[config.mk]
export PLATFORM = sky130hd
export DESIGN_NAME = http_header_body_splitter_flat
export DESIGN_NICKNAME = d
export VERILOG_FILES = /design/src/hhbs_pkg.sv /design/src/hhbs_if.sv /design/src/hhbs_in_stage.sv /design/src/hhbs_classify.sv /design/src/http_header_body_splitter.sv /design/src/flat_wrapper.sv
export SDC_FILE = /design/constraint.sdc
export NUM_CORES = 1
export LEC_CHECK = 0
export BUFFER_PORTS_ARGS = -buffer_cell sky130_fd_sc_hd__buf_2
export CAP_MARGIN = 40
export CORE_ASPECT_RATIO = 0.9
export CORE_UTILIZATION = 55
export CTS_BUF_LIST = sky130_fd_sc_hd__clkbuf_4
export DETAILED_ROUTE_END_ITERATION = 8
export PLACE_DENSITY = 0.72
export SLEW_MARGIN = 25
export SYNTH_ARGS = -nofsm -noshare
export SYNTH_HDL_FRONTEND = slang
export SYNTH_SLANG_ARGS = --single-unit
[constraint.sdc]
create_clock -name clk -period 6.4 [get_ports clk]
set_input_delay 0.32 -clock clk [delete_from_list [all_inputs] [get_ports clk]]
set_output_delay 0.32 -clock clk [all_outputs]
set_load 0.005 [all_outputs]
[src/hhbs_pkg.sv]
// Shared types, codes and constants for the HTTP header/body splitter.
package hhbs_pkg;

  localparam int STATUS_MAX_DEF = 63;
  localparam int LIMIT_W = 10;
  localparam int SLEN_W = 6;

  localparam logic [LIMIT_W-1:0] LIMIT_RESET = 10'd600;

  localparam logic [7:0] CH_CR = 8'h0D;
  localparam logic [7:0] CH_LF = 8'h0A;
  localparam logic [7:0] CH_NUL = 8'h00;

  localparam logic [31:0] END_CRLF = 32'h0D0A_0D0A;
  localparam logic [15:0] END_LFLF = 16'h0A0A;

  localparam logic [2:0] CLS_STATUS = 3'd0;
  localparam logic [2:0] CLS_HEADER = 3'd1;
  localparam logic [2:0] CLS_FINAL = 3'd2;
  localparam logic [2:0] CLS_BODY = 3'd3;
  localparam logic [2:0] CLS_RESTART = 3'd4;

  localparam logic CMD_BYTE = 1'b0;
  localparam logic CMD_RESTART = 1'b1;

  typedef struct packed {
    logic       command;
    logic [7:0] data_byte;
    logic       end_of_block;
  } in_item_t;

  typedef struct packed {
    logic [7:0]        byte_out;
    logic [2:0]        byte_class;
    logic [SLEN_W-1:0] status_length;
    logic              header_gave_up;
    logic [31:0]       body_count;
    logic              block_end;
  } out_item_t;

endpackage

[src/hhbs_if.sv]
// Valid/ready channel interfaces for input and result items.
interface hhbs_in_if import hhbs_pkg::*; ();
  logic     valid;
  logic     ready;
  in_item_t data;

  modport source(output valid, output data, input ready);
  modport sink(input valid, input data, output ready);
endinterface

interface hhbs_out_if import hhbs_pkg::*; ();
  logic      valid;
  logic      ready;
  out_item_t data;

  modport source(output valid, output data, input ready);
  modport sink(input valid, input data, output ready);
endinterface

[src/hhbs_in_stage.sv]
// Input register stage for incoming items.
module hhbs_in_stage import hhbs_pkg::*; (
  input  logic     clk,
  input  logic     rst,
  hhbs_in_if.sink  din,
  input  logic     s_ready,
  output logic     s_valid,
  output in_item_t s_item
);

  assign din.ready = !s_valid || s_ready;

  always_ff @(posedge clk) begin
    if (rst) begin
      s_valid <= 1'b0;
    end else if (din.valid && din.ready) begin
      s_valid <= 1'b1;
    end else if (s_ready) begin
      s_valid <= 1'b0;
    end
  end

  always_ff @(posedge clk) begin
    if (din.valid && din.ready) begin
      s_item <= din.data;
    end
  end

endmodule

[src/hhbs_classify.sv]
// Running header/body state, byte classification and result register.
module hhbs_classify import hhbs_pkg::*; #(
  parameter int STATUS_MAX = STATUS_MAX_DEF
) (
  input  logic               clk,
  input  logic               rst,
  input  logic [LIMIT_W-1:0] header_limit,
  input  logic               s_valid,
  input  in_item_t           s_item,
  output logic               s_ready,
  hhbs_out_if.source         dout
);

  localparam int SW = $clog2(STATUS_MAX + 1);
  localparam logic [SW-1:0] SMAX = SW'(STATUS_MAX);

  logic [LIMIT_W-1:0] header_count, header_count_next;
  logic [31:0]        last_bytes, last_bytes_next;
  logic [SW-1:0]      status_count, status_count_next;
  logic               status_open, status_open_next;
  logic               in_body, in_body_next;
  logic [31:0]        body_total, body_total_next;

  logic               res_valid;
  out_item_t          res_item;
  out_item_t          res_next;
  logic               take;
  logic               ended;
  logic [SW+5:0]      slen_ext;

  assign s_ready = !res_valid || dout.ready;
  assign take = s_valid && s_ready;
  assign dout.valid = res_valid;
  assign dout.data = res_item;
  assign slen_ext = {6'b0, status_count_next};

  always_comb begin
    header_count_next = header_count;
    last_bytes_next = last_bytes;
    status_count_next = status_count;
    status_open_next = status_open;
    in_body_next = in_body;
    body_total_next = body_total;
    ended = 1'b0;

    res_next.byte_out = s_item.data_byte;
    res_next.block_end = s_item.end_of_block;
    res_next.byte_class = CLS_HEADER;
    res_next.status_length = '0;
    res_next.header_gave_up = 1'b0;

    if (s_item.command == CMD_RESTART) begin
      header_count_next = '0;
      last_bytes_next = '0;
      status_count_next = '0;
      status_open_next = 1'b1;
      in_body_next = 1'b0;
      body_total_next = '0;
      res_next.byte_class = CLS_RESTART;
    end else if (in_body) begin
      body_total_next = body_total + 32'd1;
      res_next.byte_class = CLS_BODY;
    end else if (header_count >= header_limit) begin
      in_body_next = 1'b1;
      body_total_next = body_total + 32'd1;
      res_next.header_gave_up = 1'b1;
      res_next.byte_class = CLS_BODY;
    end else begin
      header_count_next = header_count + LIMIT_W'(1);
      last_bytes_next = {last_bytes[23:0], s_item.data_byte};
      if (status_open) begin
        if (s_item.data_byte == CH_CR || s_item.data_byte == CH_LF ||
            s_item.data_byte == CH_NUL) begin
          status_open_next = 1'b0;
        end else if (status_count < SMAX) begin
          status_count_next = status_count + SW'(1);
          res_next.byte_class = CLS_STATUS;
        end
      end
      ended = (header_count_next >= LIMIT_W'(4) && last_bytes_next == END_CRLF) ||
              (header_count_next >= LIMIT_W'(2) && last_bytes_next[15:0] == END_LFLF);
      if (ended) begin
        in_body_next = 1'b1;
        res_next.byte_class = CLS_FINAL;
        res_next.status_length = slen_ext[5:0];
      end
    end

    res_next.body_count = body_total_next;
  end

  always_ff @(posedge clk) begin
    if (rst) begin
      header_count <= '0;
      last_bytes <= '0;
      status_count <= '0;
      status_open <= 1'b1;
      in_body <= 1'b0;
      body_total <= '0;
      res_valid <= 1'b0;
    end else begin
      if (take) begin
        header_count <= header_count_next;
        last_bytes <= last_bytes_next;
        status_count <= status_count_next;
        status_open <= status_open_next;
        in_body <= in_body_next;
        body_total <= body_total_next;
        res_valid <= 1'b1;
      end else if (dout.ready) begin
        res_valid <= 1'b0;
      end
    end
  end

  always_ff @(posedge clk) begin
    if (take) begin
      res_item <= res_next;
    end
  end

`ifndef SYNTH
  a_gave_up_is_body: assert property (@(posedge clk) disable iff (rst)
    (res_valid && res_item.header_gave_up) |-> (res_item.byte_class == CLS_BODY))
    else $error("gave-up flag on a non-body item");

  a_body_entered: assert property (@(posedge clk) disable iff (rst)
    (take && (res_next.byte_class == CLS_FINAL || res_next.header_gave_up)) |=> in_body)
    else $error("body not entered after header end");

  a_restart_clears: assert property (@(posedge clk) disable iff (rst)
    (take && s_item.command == CMD_RESTART) |=>
      (header_count == '0 && status_open && !in_body && body_total == '0))
    else $error("restart did not clear state");

  a_status_bound: assert property (@(posedge clk) disable iff (rst)
    take |=> (status_count <= SMAX))
    else $error("status count beyond its maximum");
`endif

endmodule

[src/http_header_body_splitter.sv]
// An accepted input item is held in the input stage register, and its result is
// registered in the classify stage result register, where dout can take it.
// Throughput: one item per cycle while dout is ready; the running header state
// updates in the classify stage as each item is taken, so items follow directly.
// Reset (rst, synchronous, active high) clears both stages, restores the
// header state to its start values and sets header_limit to 600.
// Top level of the HTTP header/body splitter.
module http_header_body_splitter import hhbs_pkg::*; #(
  parameter int STATUS_MAX = STATUS_MAX_DEF
) (
  input  logic               clk,
  input  logic               rst,
  input  logic               cfg_we,
  input  logic [LIMIT_W-1:0] cfg_data,
  hhbs_in_if.sink            din,
  hhbs_out_if.source         dout
);

  logic [LIMIT_W-1:0] header_limit;
  logic               s_valid;
  logic               s_ready;
  in_item_t           s_item;

  always_ff @(posedge clk) begin
    if (rst) begin
      header_limit <= LIMIT_RESET;
    end else if (cfg_we) begin
      header_limit <= cfg_data;
    end
  end

  hhbs_in_stage u_in_stage (
    .clk     (clk),
    .rst     (rst),
    .din     (din),
    .s_ready (s_ready),
    .s_valid (s_valid),
    .s_item  (s_item)
  );

  hhbs_classify #(
    .STATUS_MAX (STATUS_MAX)
  ) u_classify (
    .clk          (clk),
    .rst          (rst),
    .header_limit (header_limit),
    .s_valid      (s_valid),
    .s_item       (s_item),
    .s_ready      (s_ready),
    .dout         (dout)
  );

endmodule
[src/flat_wrapper.sv]
// flat-port wrapper written by rule: the top's interface ports become plain ports
module http_header_body_splitter_flat import hhbs_pkg::*;
#(
  parameter int STATUS_MAX = STATUS_MAX_DEF
)
  (clk, rst, cfg_we, cfg_data, din_valid, din_data, din_ready, dout_valid, dout_data, dout_ready);
  hhbs_in_if din_i ();
  hhbs_out_if dout_i ();
  input  logic clk;
  input  logic rst;
  input  logic cfg_we;
  input  logic [LIMIT_W-1:0] cfg_data;
  input wire logic [$bits(din_i.valid)-1:0] din_valid;
  input wire logic [$bits(din_i.data)-1:0] din_data;
  output wire logic [$bits(din_i.ready)-1:0] din_ready;
  output wire logic [$bits(dout_i.valid)-1:0] dout_valid;
  output wire logic [$bits(dout_i.data)-1:0] dout_data;
  input wire logic [$bits(dout_i.ready)-1:0] dout_ready;
  assign din_i.valid = din_valid;
  assign din_i.data = din_data;
  assign din_ready = din_i.ready;
  assign dout_valid = dout_i.valid;
  assign dout_data = dout_i.data;
  assign dout_i.ready = dout_ready;
  http_header_body_splitter #(.STATUS_MAX(STATUS_MAX)) u_core (.clk(clk), .rst(rst), .cfg_we(cfg_we), .cfg_data(cfg_data), .din(din_i), .dout(dout_i));
endmodule
== Yosys cells after proc, flatten, opt, wreduce, memory -nomap -nowiden ==
Index checks and enable logic that the tools add are counted.
Storage, ports and cells
  word-level logic and storage cells: 84
  flip-flop bits (word level): 147
  bits of input ports: 25
Operators by class
  equal/unequal tests: 6
  $lt $le $gt $ge: 4
  reduce and logical (&&, ||, !) cells: 17
  bitwise gates (word level): 1
  $add $sub $neg: 3
  multiplexer cells: 35
Operators by type and width (number)
  32-bit 2-to-1 mux: 3
  24-bit 2-to-1 mux: 3
  6-bit 2-to-1 mux: 6
  32-bit by 1-bit adder with 32-bit output, second input constant: 1
  32-bit by 28-bit equality test with 1-bit output, second input constant: 1
  10-bit 2-to-1 mux: 3
  1-bit 2-to-1 mux: 17
  16-bit by 12-bit equality test with 1-bit output, second input constant: 1
  8-bit by 4-bit equality test with 1-bit output, second input constant: 2
  10-bit by 1-bit adder with 10-bit output, second input constant: 1
  10-bit >= comparator: 1
  10-bit by 2-bit >= comparator with 1-bit output, second input constant: 1
  10-bit by 3-bit >= comparator with 1-bit output, second input constant: 1
  8-bit zero test: 1
  8-bit 2-to-1 mux: 1
  6-bit by 1-bit adder with 6-bit output, second input constant: 1
  6-bit less-than comparator, second input constant: 1
  1-bit logical OR: 5
  1-bit logical AND: 4
  2-bit 2-to-1 mux: 2
  2-bit by 1-bit != test with 1-bit output, second input constant: 2
  2-bit nonzero test: 2
  4-bit OR reduction: 1
  3-bit AND reduction: 1
  3 further kinds: 4

== Logic depth before layout (Yosys ltp) ==
  depth in word-level cells: 11
  mapped depth: 10
  depth with buffers taken out: 8

== By module ==
A second synthesis with hierarchy kept.
Second synthesis, totals
  cell total of the unflattened synthesis: 795
  area total of the unflattened synthesis: 7435.9 um^2
By module, submodules not included
  hhbs_classify: instances 1, area each 6717.7 um^2, cells an instance 748
  http_header_body_splitter: instances 1, area each 362.8 um^2, cells an instance 32
  hhbs_in_stage: instances 1, area each 355.3 um^2, cells an instance 15

== Worst setup path before layout ==
OpenSTA, ideal clock, no wires.
  kind: reg-to-reg
  start: reg u_core.u_classify.res_valid (netlist: u_core.u_classify.dout.valid)
  end: reg u_core.u_classify.body_total[1]
  setup time: 0.128 ns
  cell stages (with the launch flop): 8
  clock period less this slack: 3.021 ns
  data arrival time: 2.894 ns
  path slack: 3.379 ns
  cells stage by stage: dfxtp_1 -> nor2b_1 -> nand2b_1 -> inv_1 -> buf_1 -> o31ai_1 -> a32oi_1 -> nor2_1
Between the ends
  cells in the longest elaborated chain, start to end: 3
Ends and longest elaborated chain
  start: declaration: RTL line hhbs_classify.sv:24  | logic res_valid;
  start signal: assignment: RTL line hhbs_classify.sv:100  | res_valid <= 1'b0;
  start signal: assignment: RTL line hhbs_classify.sv:109  | res_valid <= 1'b1;
  start signal: assignment: RTL line hhbs_classify.sv:111  | res_valid <= 1'b0;
  1-bit zero test: RTL line hhbs_classify.sv:31  | assign s_ready = !res_valid || dout.ready;
  1-bit logical OR: RTL line hhbs_classify.sv:31
  1-bit logical AND: RTL line hhbs_classify.sv:32  | assign take = s_valid && s_ready;
  named net u_core.u_classify.take: RTL line hhbs_classify.sv:27  | logic take;
  end signal: assignment: RTL line hhbs_classify.sv:108  | body_total <= body_total_next;
  end: declaration: RTL line hhbs_classify.sv:22  | logic [31:0] body_total, body_total_next;
The timed path passes the listed nets, and every way through them passes these cells.
A chain may end at the register's enable or synchronous reset.

== Final worst setup path ==
  start: reg u_core.u_in_stage.s_item[9] (netlist name)
  end: reg u_core.u_classify.header_count[2]
Between the ends
  cells in the longest elaborated chain, start to end: 2
Ends and longest elaborated chain
  2-bit by 1-bit != test with 1-bit output (no source line)
  3-bit AND reduction (no source line)
  end signal: assignment: RTL line hhbs_classify.sv:103  | header_count <= header_count_next;
  end: declaration: RTL line hhbs_classify.sv:17  | logic [LIMIT_W-1:0] header_count, header_count_next;
Several ways; a longest one is shown, not always the timed one.

==> summary.md <==
| Metric | Value |
|---|---|
| Vias | 6163 |
| Worst slack at placement | 3.176 ns |
| Cells on worst reg2reg path | 8 |
| P_leak | 0.002831 uW |
| Peak per-stage delay on the critical path | 0.64 ns |
| Sw power | 440.3 uW |
| Flop pwr share | 61.4% |
| Gpl congestion | 0.8142 |
| DR vias/cell | 5.995 |
| WP data required | 6.89 ns |
| Commonest non-fill, non-tap cell in the layout | dfxtp_1 |
| Mapped Avg Cell Area | 9.430 um^2 |
| Min Tclk post-route | 3.131 ns |
| Largest net degree at the start of global routing | 69 |
| Initial Util | 56.87% |
| Comb power frac | 8.2% |
| Hold depth | 4 |
| GRT overflow | 0 |
| CTS buffer count | 17 |
| Share of layout cells above drive strength 1 | 17.27% |
| DIE AREA | 13680 um^2 |
| Measured slew at the worst slew-check pin | 0.7394 ns |
| CTS H-Tree Depth | 4 |
| Path type of the worst setup path | reg -> reg |
| Clk sinks | 147 |
| 1st-iter DRT viols | 543 |
| Clock tree root driver cell | clkbuf_4 |
| Worst Slack Setup Final | 3.269 ns |
| # IOs | 78 |
| Clk slew on worst S/H paths | 0.13 ns |
| Post-Syn Area | 7271 um^2 |
| CP startpoint kind | flop |
| Fin Clk Skew | 0.02036 ns |
| Reg-to-reg slack, setup | 3.27 ns |
| Net Count, Synth | 810 |
| Row count | 39 |
| Vias in the first global route | 5575 |
| R2R Path Start | u_core.u_in_stage.s_item[9] |
| Nets | 889 |
| CP cell instances | buf_4, inv_1, nand2_1, buf_8, nor3_2, buf_4, a21oi_1, a311oi_1 |
| Core area | 12780 um^2 |
| Number of port buffers | 77 |
| Hold path endpoint | u_core.u_classify.dout.valid |
| DRC viols | 0 |
| Antenna violations before repair | 1 |
| Clock power share | 30.5% |
| Clk_lat worst skew | 0.58 ns |
| Switching Share | 26.70% |
| Setup TNS | 0 ns |
| TritonCTS clock tree | done |
| # fillers | 1072 |
| Power consumption | 1649 uW |
| Total setup buffers inserted after CTS | 0 |
| Total GRT Usage | 25.99% |
| Fmax | 0.3194 GHz |
| First-pass GRT wire length | 27560 um |
| Routed Antenna Nets | 0 |
| Final Cycle Share | 48.92% |
| Peak VDD IR | 0.1693 mV |
| Reg area | 3553 um^2 |
| Yosys cell types | 80 |
| Post-Route WL | 16910 um |
| Clock Path Buffers | 2 |
| Die Y | 111.1 um |
| Top cell by count, worst path | buf_4 |
| Unrepaired setup endpoints after global routing | false |
| Commonest cells after routing, fill and taps aside | dfxtp_1, nand2_1, buf_2, a21oi_1, nor2_1 |
| Area growth from synthesis to layout | 13.58% |
| Routed len/inst | 16.45 um |
| EDFF count, synth | 61 |
| P per Cell Area | 199.7 nW/um^2 |
| Hold Crit Class | in -> reg |
| Slowest library cell on the worst path | inv_1 |
| CP Max Fanout | 63 |
| Seq/Total Area, Yosys | 48.87% |
| Status | completed |
| Post-synth top flop | dfxtp_1 |
| Synth warn | 0 |
| Post-synth ARST share | 0% |
| Max Cap Viol | 0 |
| Final hold violation count | 0 |
| Final setup violation count | 0 |
| Area of the multi-input gates | 3415 um^2 |
| Drt first pass iters | 5 |
| Internal | 1209 uW |
| Gate Count Post-Synth | 771 |
| Hold Startpoint | dout_ready |
| Crit path capture type | flop |
| Post-DP HPWL | 10760 um |
| Crit path DAT | 3.62 ns |
| Final Max Tran Viols | 0 |
| Worst R2R End | u_core.u_classify.header_count[2] |
| FF+latch count, synth | 147 |
| Max-Slew Margin vs Limit | 50.65% |
| Die width | 123.2 um |
==> area by class of cell <==
type	instances	area share, %
well taps	164	2.485
repair buffers	111	9.121
diodes	1	0.03030
flip-flops and latches	147	43.03
clock buffers	19	1.727
inverters	26	1.182
clock inverters	13	1.076
multi-input cells	547	41.35
==> cells in the mapped netlist (4+ instances only) <==
library cell	count	share of area (%)
a311oi_1	4	0.48
nor2b_1	9	0.77
nand4_1	13	1.1
a32oi_1	5	0.60
mux2i_1	14	1.9
nand3_1	19	1.3
inv_1	25	1.3
ha_1	14	2.4
o211ai_1	13	1.3
nand3b_1	9	0.93
o21a_1	4	0.41
edfxtp_1	61	25
clkbuf_1	40	2.1
and2_1	5	0.43
xnor2_1	22	2.7
nand2b_1	6	0.52
or3_1	18	1.5
nor4_1	6	0.52
a31oi_1	19	1.6
dfxtp_1	86	24
nor2_1	62	3.2
a21oi_1	68	4.7
o21ai_0	48	3.3
nor3_1	10	0.69
a211oi_1	10	1.0
buf_2	7	0.48
nand2_1	83	4.3
or4_1	9	0.93
==> power by group through the flow <==
stage	clock network [uW]	registers (uW)	logic, uW
after detailed placement	0	1030	120
final	502	1010	135
after floorplan	0	1030	71.6
after global placement	0	1030	113
after global routing	554	1020	148
after CTS	512	1010	130
==> worst max-delay path, delay by kind of cell (launching register included) <==
kind | cells | cell delay [ns]
buf+inv | 4 | 1.63
simple gates | 2 | 0.64
flops | 1 | 0.38
compound gates | 2 | 0.36
==> through the flow <==
| step | instances | cell area [um^2] | util, % | hold slack, ns |
|---|---|---|---|---|
| after floorplan | 771 | 7271 | - | 0.4003 |
| after global placement | 968 | 7709 | 60.30 | 0.4068 |
| after detailed placement | 971 | 7759 | 60.69 | 0.4063 |
| after CTS | 1024 | 8200 | 64.14 | 0.001864 |
| after global routing | 1028 | 8258 | 64.59 | 0.03779 |
| final | 1028 | 8258 | 64.59 | 0.04291 |
==> timing repair <==
item,4_1_cts,5_1_grt
endpoints found under the hold margin,21,0
hold buffers,21,0
gates resized for setup,0,0
==> how the worst max path moves through the flow <==
stage                                      startpoint                                 to  slack, ns
finish                    u_core.u_in_stage.s_item[9]  u_core.u_classify.header_count[2]       3.27
floorplan                u_core.u_classify.dout.valid    u_core.u_classify.body_total[1]       3.38
CTS                 u_core.u_classify.header_count[7]  u_core.u_classify.header_count[9]       3.14
global placement    u_core.u_classify.header_count[7]  u_core.u_classify.header_count[9]       3.23
detailed placement  u_core.u_classify.header_count[0]  u_core.u_classify.header_count[8]       3.18
global route              u_core.u_in_stage.s_item[9]  u_core.u_classify.header_count[2]       3.11
==> logic make-up (layout without fill, tap and decap cells) <==
family	Yosys count	count (layout)	share of synthesized area, %
xor+xnor	25	25	3.012
other cells	0	1	0
buf+inv	77	169	4.268
fa+ha+maj	14	14	2.409
flops	147	147	48.87
simple gates	276	276	19.50
compound gates	218	218	20.01
mux	14	14	1.927
==> sequential cells by signal, indices dropped and copies added (netlist names) <==
signal                          flops
u_core.u_classify.body_total       32
u_core.u_in_stage.s_item           10
u_core.u_classify.dout.valid        1
u_core.u_classify.last_bytes       24
u_core.u_in_stage.s_valid           1
u_core.u_classify.status_count      6
u_core.u_classify.header_count     10
u_core.header_limit                10
u_core.u_classify.dout.data        51
u_core.u_classify.in_body           1
u_core.u_classify.status_open       1
==> layer usage <==
| layer | vias to the layer above | routed length (um) | global-route usage, % |
|---|---|---|---|
| met4 | 0 | 248 | 9.558 |
| met3 | 19 | 1204 | 6.121 |
| met5 | - | 0 | 0 |
| met2 | 211 | 7728 | 38.21 |
| met1 | 2928 | 7726 | 37.01 |
| li1 | 3005 | - | - |
No activity file was read; power rests on OpenSTA's default activity.
